[src/design/dla_particle_walk_unit_macros.svh]
// Assertion macros shared by the particle walk unit modules.
// No dependencies; included by files that carry concurrent checks.
`ifndef DLA_PARTICLE_WALK_UNIT_MACROS_SVH
`define DLA_PARTICLE_WALK_UNIT_MACROS_SVH

// same-cycle implication, checked outside reset
`define DPW_ASSERT_NOW(lbl, clk, rst, ante, cons, msg) \
   lbl: assert property (@(posedge clk) disable iff (rst) (ante) |-> (cons)) else $error(msg);

// next-cycle implication, checked outside reset
`define DPW_ASSERT_NEXT(lbl, clk, rst, ante, cons, msg) \
   lbl: assert property (@(posedge clk) disable iff (rst) (ante) |=> (cons)) else $error(msg);

`endif

[src/design/dpw_pkg.sv]
// Shared types and constants for the particle walk unit.
// No dependencies; imported by the controller, datapath and top level.
package dpw_pkg;

   localparam int OP_W        = 1;
   localparam int START_X_W   = 10;
   localparam int START_Y_W   = 9;
   localparam int STEP_W      = 2;
   localparam int POS_X_W     = 10;
   localparam int POS_Y_W     = 9;
   localparam int STATUS_W    = 2;
   localparam int COUNT_W     = 16;

   // request word layout
   localparam int REQ_SX_LO   = 0;
   localparam int REQ_SY_LO   = REQ_SX_LO + START_X_W;
   localparam int REQ_STX_LO  = REQ_SY_LO + START_Y_W;
   localparam int REQ_STY_LO  = REQ_STX_LO + STEP_W;
   localparam int REQ_BITS    = REQ_STY_LO + STEP_W;
   localparam int REQ_TDATA_W = ((REQ_BITS + 7) / 8) * 8;

   // response word layout
   localparam int RSP_PX_LO   = 0;
   localparam int RSP_PY_LO   = RSP_PX_LO + POS_X_W;
   localparam int RSP_REM_LO  = RSP_PY_LO + POS_Y_W;
   localparam int RSP_DONE_LO = RSP_REM_LO + COUNT_W;
   localparam int RSP_BITS    = RSP_DONE_LO + 1;
   localparam int RSP_TDATA_W = ((RSP_BITS + 7) / 8) * 8;
   localparam int RSP_PAD_W   = RSP_TDATA_W - RSP_BITS;

   localparam logic [COUNT_W-1:0] COUNT_RESET = 16'd20000;

   localparam logic [STEP_W-1:0] STEP_ZERO = 2'b00;
   localparam logic [STEP_W-1:0] STEP_INC  = 2'b01;

   typedef enum logic [OP_W-1:0] {
      OP_LAUNCH = 1'b0,
      OP_MOVE   = 1'b1
   } op_type;

   typedef enum logic [STATUS_W-1:0] {
      ST_WALKING = 2'd0,
      ST_STUCK   = 2'd1,
      ST_LOST    = 2'd2,
      ST_IGNORED = 2'd3
   } status_type;

   typedef enum logic [1:0] {
      ROW_ABOVE = 2'd0,
      ROW_SAME  = 2'd1,
      ROW_BELOW = 2'd2
   } row_sel_type;

   typedef struct packed {
      logic        accept;
      logic        rd_en;
      row_sel_type rd_sel;
      logic        clr_en;
      logic        commit;
   } ctrl_cmd_type;

   typedef struct packed {
      logic clr_last;
      logic go_walk;
      logic out_free;
   } dp_status_type;

endpackage

[src/design/dpw_ctrl.sv]
// Sequencer for the particle walk unit: clear pass, item intake, row reads, commit.
// Depends on dpw_pkg and dla_particle_walk_unit_macros.svh.
`include "dla_particle_walk_unit_macros.svh"

module dpw_ctrl (
   input  logic                   clock,
   input  logic                   reset,
   input  logic                   req_tvalid,
   output logic                   req_tready,
   input  dpw_pkg::dp_status_type status,
   output dpw_pkg::ctrl_cmd_type  cmd
);
   import dpw_pkg::*;

   typedef enum logic [2:0] {
      S_CLEAR,
      S_IDLE,
      S_DECIDE,
      S_READ_SAME,
      S_READ_BELOW,
      S_WAIT,
      S_FINISH
   } state_type;

   state_type state_ff, state_in;

   always_comb begin
      state_in = state_ff;
      cmd      = '0;
      unique case (state_ff)
         S_CLEAR: begin
            cmd.clr_en = 1'b1;
            if (status.clr_last) begin
               state_in = S_IDLE;
            end
         end
         S_IDLE: begin
            if (req_tvalid) begin
               cmd.accept = 1'b1;
               state_in   = S_DECIDE;
            end
         end
         S_DECIDE: begin
            if (status.go_walk) begin
               cmd.rd_en  = 1'b1;
               cmd.rd_sel = ROW_ABOVE;
               state_in   = S_READ_SAME;
            end else begin
               state_in = S_FINISH;
            end
         end
         S_READ_SAME: begin
            cmd.rd_en  = 1'b1;
            cmd.rd_sel = ROW_SAME;
            state_in   = S_READ_BELOW;
         end
         S_READ_BELOW: begin
            cmd.rd_en  = 1'b1;
            cmd.rd_sel = ROW_BELOW;
            state_in   = S_WAIT;
         end
         S_WAIT: begin
            state_in = S_FINISH;
         end
         S_FINISH: begin
            if (status.out_free) begin
               cmd.commit = 1'b1;
               state_in   = S_IDLE;
            end
         end
         default: begin
            state_in = S_CLEAR;
         end
      endcase
   end

   assign req_tready = (state_ff == S_IDLE);

   always_ff @(posedge clock) begin
      if (reset) begin
         state_ff <= S_CLEAR;
      end else begin
         state_ff <= state_in;
      end
   end

   `DPW_ASSERT_NOW(a_commit_free, clock, reset, cmd.commit, status.out_free, "commit over held result")
   `DPW_ASSERT_NOW(a_rd_not_clr, clock, reset, cmd.rd_en, !cmd.clr_en, "row read during clear")
   `DPW_ASSERT_NEXT(a_rd_seq, clock, reset, cmd.rd_en && cmd.rd_sel == ROW_ABOVE, cmd.rd_en && cmd.rd_sel == ROW_SAME, "row reads not back to back")

endmodule

[config.mk]
export PLATFORM = sky130hd
export DESIGN_NAME = dpw_ctrl
export DESIGN_NICKNAME = d
export VERILOG_FILES = /design/src/design/dpw_pkg.sv /design/src/design/dpw_ctrl.sv
export VERILOG_INCLUDE_DIRS = /design/src /design/src/design
export SDC_FILE = /design/constraint.sdc
export NUM_CORES = 1
export LEC_CHECK = 0
export BUFFER_PORTS_ARGS = -buffer_cell sky130_fd_sc_hd__buf_2
export CAP_MARGIN = 10
export CORE_AREA = 3 3 40 42
export CTS_CLUSTER_SIZE = 30
export DETAILED_ROUTE_END_ITERATION = 8
export DIE_AREA = 0 0 43 45
export PLACE_DENSITY = 0.47
export SKIP_CTS_REPAIR_TIMING = 1
export SYNTH_ARGS = -nofsm -noshare
export SYNTH_HDL_FRONTEND = slang
export SYNTH_SLANG_ARGS = --single-unit
[constraint.sdc]
create_clock -name clock -period 1 [get_ports clock]
set_input_delay 0.05 -clock clock [delete_from_list [all_inputs] [get_ports clock]]
set_output_delay 0.05 -clock clock [all_outputs]
set_load 0.05 [all_outputs]
==> results.toml, run 1 <==
[routing]
wl_um = 802
num_vias = 307
drt_iter0_drc = 1
drtPass1Iterations = 3
drtAntennaViolNets = 0
route.detailed.drc = 0
viasPerCell = 4.32
routedWlPerCell_um = 11.3

[layout]
post_route_cells_drive_above_1_share_pct = 75.0
largest-register = "state_ff"
largest_reg_flops = 3
most-common-layout-cells = "7 x buf_4, 5 x buf_2, 5 x buf_8"
fin_util_pct = 43.3
fill_cells = 122
layout_commonest_cell = "buf_4"
reg_top3 = "state_ff: 3 flops"
seq_area_um2 = 71.3
syn2layout_area_growth_pct = 138
final_nets = 63
multiInputGateArea_um2 = 219
diodes = 0

[critical_path]
cp_max_fo = 4
end_kind = "primary output"
worstPathRequired_ps = 950
arrival_ps = 1190
crit_type = "flip-flop to primary output"
start_kind = "flip-flop"
r2r_setup_slack_ps = -130

[timing]
skew_ps = 2.27
finalSetupViolations = 8
fin_hold_ws_ps = 27.4
hold_viol = 0
min_period_ps = 1240
slew_headroom_pct = 77.9
max_freq_ghz = 0.808
fin_crit_sh_pct = 124
slew_violations = 0
tightestPinTransition_ps = 331
rsz0062_at_grt = "true"
fin_ws_ps = -238

[clock_tree]
cts_tree = "built"
clock_latency_ps = 230
cts_sinks = 3
cts_made_buffers = 3
clock-root-buffer = "clkbuf_4"
clk_path_buf_depth = 2
clk_pin_slew_worst_paths_ps = 40
htree_levels = 1

[power]
internal_power_mw = 0.507
total_power_mw = 0.825
switchingPower_mw = 0.318
power.density_nw_per_um2 = 1480
leakage_nw = 0.241
clockPowerShare_pct = 26.4
p_sw_share_pct = 38.6
pwr-share-seq_pct = 19.2
irDropWorstVdd_mv = 0.933
combinationalPowerShare_pct = 54.4

[floorplanning]
ios = 13
fp.dieW_um = 43
fp.dieArea_um2 = 1940
row_count = 13
die_h_um = 45
core_area_um2 = 1280
start_util_pct = 18.2

[placement]
pre_cts_slack_ps = -110
dp.final_hpwl_um = 511
portBuffers = 12
gp_congestion = 0.754

[synth]
synth.avg_cell_area_um2 = 7.09
synthCells = 33
yosysWarningCount = 0
synth_area_um2 = 234
synth_seq_area_share_pct = 25.7
ys_ff_latch = 3
yosysUniqueCellTypes = 18
syn-num-nets = 39

[global_routing]
grt_max_degree = 8
antenna_found_initial = 0
grt_usage_pct = 8.07
overflow = 0
grt_pass1_wl_mm = 1.16
grt_pass1_vias = 277

[job]
maxCapViolations = 0

[min_path]
hold_path.class = "input port to flip-flop"

[outcome]
violations = "setup timing"
status = "complete, but fails checks"
## cell type report
cell class                 count  area share [%]
inverter                       1           0.674
clock buffer                   4            4.72
timing repair buffer          22            39.1
multi-input combinational     26            39.3
sequential                     3            12.8
tap                           15            3.37
## final timing paths
check	endpoint	cells past startpoint	startpoint
worst min register to register	state_ff[2]	3	state_ff[2]
worst max-delay path	cmd[4]	3	state_ff[2]
worst min-delay path	state_ff[1]	2	reset
worst max register to register	state_ff[0]	4	state_ff[2]
## cells in the mapped netlist
| cell type | number | area, um2 |
|---|---|---|
| a2111oi_2 | 1 | 15.0 |
| or2b_1 | 1 | 7.51 |
| a21o_1 | 1 | 7.51 |
| buf_6 | 1 | 11.3 |
| o21ai_0 | 5 | 25.0 |
| nor3_1 | 2 | 10.0 |
| a21oi_1 | 3 | 15.0 |
| inv_1 | 1 | 3.75 |
| dfxtp_1 | 3 | 60.1 |
| mux2i_1 | 1 | 10.0 |
| nand2_1 | 3 | 11.3 |
| or2_2 | 1 | 6.26 |
| nor2_1 | 4 | 15.0 |
| and2b_2 | 1 | 8.76 |
| and2_1 | 2 | 12.5 |
| buf_2 | 1 | 5.00 |
| clkbuf_1 | 1 | 3.75 |
| and3_1 | 1 | 6.26 |
## per-layer routing
| layer | routed length (um) | share of wire (%) | global-route usage (%) | vias to the layer above |
|---|---|---|---|---|
| met4 | 0 | 0 | 3.61 | 0 |
| met2 | 445 | 55 | 12.3 | 9 |
| met1 | 303 | 38 | 9.62 | 138 |
| li1 | - | - | - | 160 |
| met3 | 54 | 6.7 | 3.98 | 0 |
| met5 | 0 | 0 | 0 | - |
## critical path, stage by stage (launching register included)
cell and delay [ps]:
dfxtp_4 360, or2b_4 310, o21ai_4 130, buf_6 170
## cell families (layout without fill, tap and decap cells)
logic type | count (synthesis) | count (layout) | synth area share (%)
mux | 1 | 1 | 4.28
flops | 3 | 3 | 25.7
compound gates | 10 | 10 | 26.7
buf+inv | 4 | 27 | 10.2
simple gates | 15 | 15 | 33.2
## power by group through the flow
| stage | Clock (mW) | Combinational [mW] | Sequential (mW) |
|---|---|---|---|
| floorplan | 0 | 0.264 | 0.142 |
| global placement | 0 | 0.330 | 0.156 |
| detailed placement | 0 | 0.330 | 0.156 |
| CTS | 0.219 | 0.331 | 0.154 |
| global route | 0.240 | 0.477 | 0.163 |
| finish | 0.218 | 0.449 | 0.158 |
## per-stage QoR
stage	cells	area (um2)	TNS, ps
final	71	557	-1380
after global routing	71	557	-1800
after CTS	68	432	-2210
after detailed placement	64	405	-438
after global placement	64	405	-443
after floorplan	33	298	-227
Note: power is estimated with default switching activity, not from simulation.
==> inputs of run 2 (changes only) <==
--- a/config.mk
+++ b/config.mk
@@ -9,6 +9,7 @@
 export BUFFER_PORTS_ARGS = -buffer_cell sky130_fd_sc_hd__buf_2
 export CAP_MARGIN = 10
 export CORE_AREA = 3 3 40 42
+export CTS_BUF_LIST = sky130_fd_sc_hd__clkbuf_2 sky130_fd_sc_hd__clkbuf_4 sky130_fd_sc_hd__clkbuf_8
 export CTS_CLUSTER_SIZE = 30
 export DETAILED_ROUTE_END_ITERATION = 8
 export DIE_AREA = 0 0 43 45
==> run 2 against run 1 <==
Compared with the run above: the flow still finishes with violations (setup timing); combinational power is essentially flat; total power grew 3.7%; cell area grew 0.67%; hold slack lost 4.2 ps; sequential power is essentially flat; sequential share of layout area shrank 0.086 points; clock skew is essentially flat; clock power grew 14%; critical path type unchanged.
==> results.toml, run 2 (same netlist as run 1, synthesis figures left out) <==
[layout]
fin_util_pct = 43.6
layout_commonest_cell = "buf_4"
largest_reg_flops = 3
multiInputGateArea_um2 = 219
diodes = 0
fin_cells = 71
fin_area_um2 = 561
syn2layout_area_growth_pct = 140
final_nets = 63
reg_top3 = "state_ff: 3 flops"
seq_area_um2 = 71.3
post_route_cells_drive_above_1_share_pct = 76.8
fill_cells = 120
most-common-layout-cells = "7 x buf_4, 5 x buf_2, 5 x buf_8"
largest-register = "state_ff"

[power]
clockPowerShare_pct = 29.1
switchingPower_mw = 0.321
power.density_nw_per_um2 = 1530
total_power_mw = 0.855
pwr-share-seq_pct = 18.5
p_sw_share_pct = 37.6
leakage_nw = 0.244
internal_power_mw = 0.534
combinationalPowerShare_pct = 52.4
irDropWorstVdd_mv = 0.949

[timing]
rsz0062_at_grt = "true"
max_freq_ghz = 0.805
slew_headroom_pct = 77.9
setup_tns_ps = -1400
hold_viol = 0
tightestPinTransition_ps = 331
fin_ws_ps = -242
fin_crit_sh_pct = 124
skew_ps = 2.04
finalSetupViolations = 8
slew_violations = 0
min_period_ps = 1240

[clock_tree]
htree_levels = 1
cts_sinks = 3
clk_pin_slew_worst_paths_ps = 40
clk_path_buf_depth = 2
cts_made_buffers = 3
cts_tree = "built"
clock_latency_ps = 240
clock-root-buffer = "clkbuf_4"

[placement]
portBuffers = 12
gp_congestion = 0.754
dp.final_hpwl_um = 511
dp.cells = 64
placed_cell_area_um2 = 405

[min_path]
hold_path.class = "input port to flip-flop"
worstHoldStart = "reset"

[floorplanning]
fp.dieArea_um2 = 1940
core_area_um2 = 1280
start_util_pct = 18.2
die_h_um = 45
ios = 13
row_count = 13
fp.dieW_um = 43

[global_routing]
grt_max_degree = 8
antenna_found_initial = 0
grt_pass1_wl_mm = 1.16
grt_pass1_vias = 277
grt_usage_pct = 8.07
overflow = 0

[routing]
drt_iter0_drc = 3
route.detailed.drc = 0
viasPerCell = 4.31
drtPass1Iterations = 2
num_vias = 306
drtAntennaViolNets = 0
wl_um = 801
routedWlPerCell_um = 11.3

[outcome]
status = "complete, but fails checks"
violations = "setup timing"

[critical_path]
worstReg2RegStart = "state_ff[2]"
crit_family = "flip-flops"
cp_max_fo = 4
end_kind = "primary output"
worstPathCellList = "or2b_4 -> o21ai_4 -> buf_6"
arrival_ps = 1190
start_kind = "flip-flop"
crit_type = "flip-flop to primary output"
cpPeakStageDelay_ps = 360
cpMaxStageDelayCell = "dfxtp_4"
worstPathRequired_ps = 950
startpoint = "state_ff[2]"
path_buf_inv = 1

[job]
maxCapViolations = 0
-- run 2: changes by cell type in the layout (fill, tap and decap cells not counted) --
cell | before | now
clkbuf_1 | 1 | 0
clkbuf_4 | 3 | 4
-- run 2: stage by stage --
stage / worst slack, ps / hold slack [ps]
2_1_floorplan: -125 / 112
3_3_place_gp: -106 / 270
3_5_place_dp: -110 / 272
4_1_cts: -361 / 27.8
5_1_grt: -280 / 33.1
6_report: -242 / 23.2
-- run 2: final cells by class --
class | instances | area share [%]
Sequential cell | 3 | 12.7
Clock buffer | 4 | 5.36
Tap cell | 15 | 3.35
Inverter | 1 | 0.670
Multi-Input combinational cell | 26 | 39.1
Timing Repair Buffer | 22 | 38.8
-- run 2: power groups by stage --
stage,registers [mW],clock network [mW],logic (mW)
3_5_place_dp,0.156,0,0.330
5_1_grt,0.163,0.271,0.477
6_report,0.158,0.249,0.448
4_1_cts,0.154,0.248,0.331
2_1_floorplan,0.142,0,0.264
3_3_place_gp,0.156,0,0.330
-- run 2: final timing paths --
| path | end | cells after the start | slack [ps] |
|---|---|---|---|
| setup / recovery | cmd[4] | 3 | -240 |
| hold / removal | state_ff[1] | 2 | 20 |
| setup reg to reg | state_ff[0] | 4 | -130 |
| hold reg to reg | state_ff[2] | 3 | 620 |
-- run 2: layer usage --
| metal | global-route usage, % | share of wire (%) | routed length [um] |
|---|---|---|---|
| met1 | 9.62 | 37 | 300 |
| met2 | 12.3 | 56 | 448 |
| met3 | 3.98 | 6.5 | 52 |
| met4 | 3.61 | 0 | 0 |
| met5 | 0 | 0 | 0 |
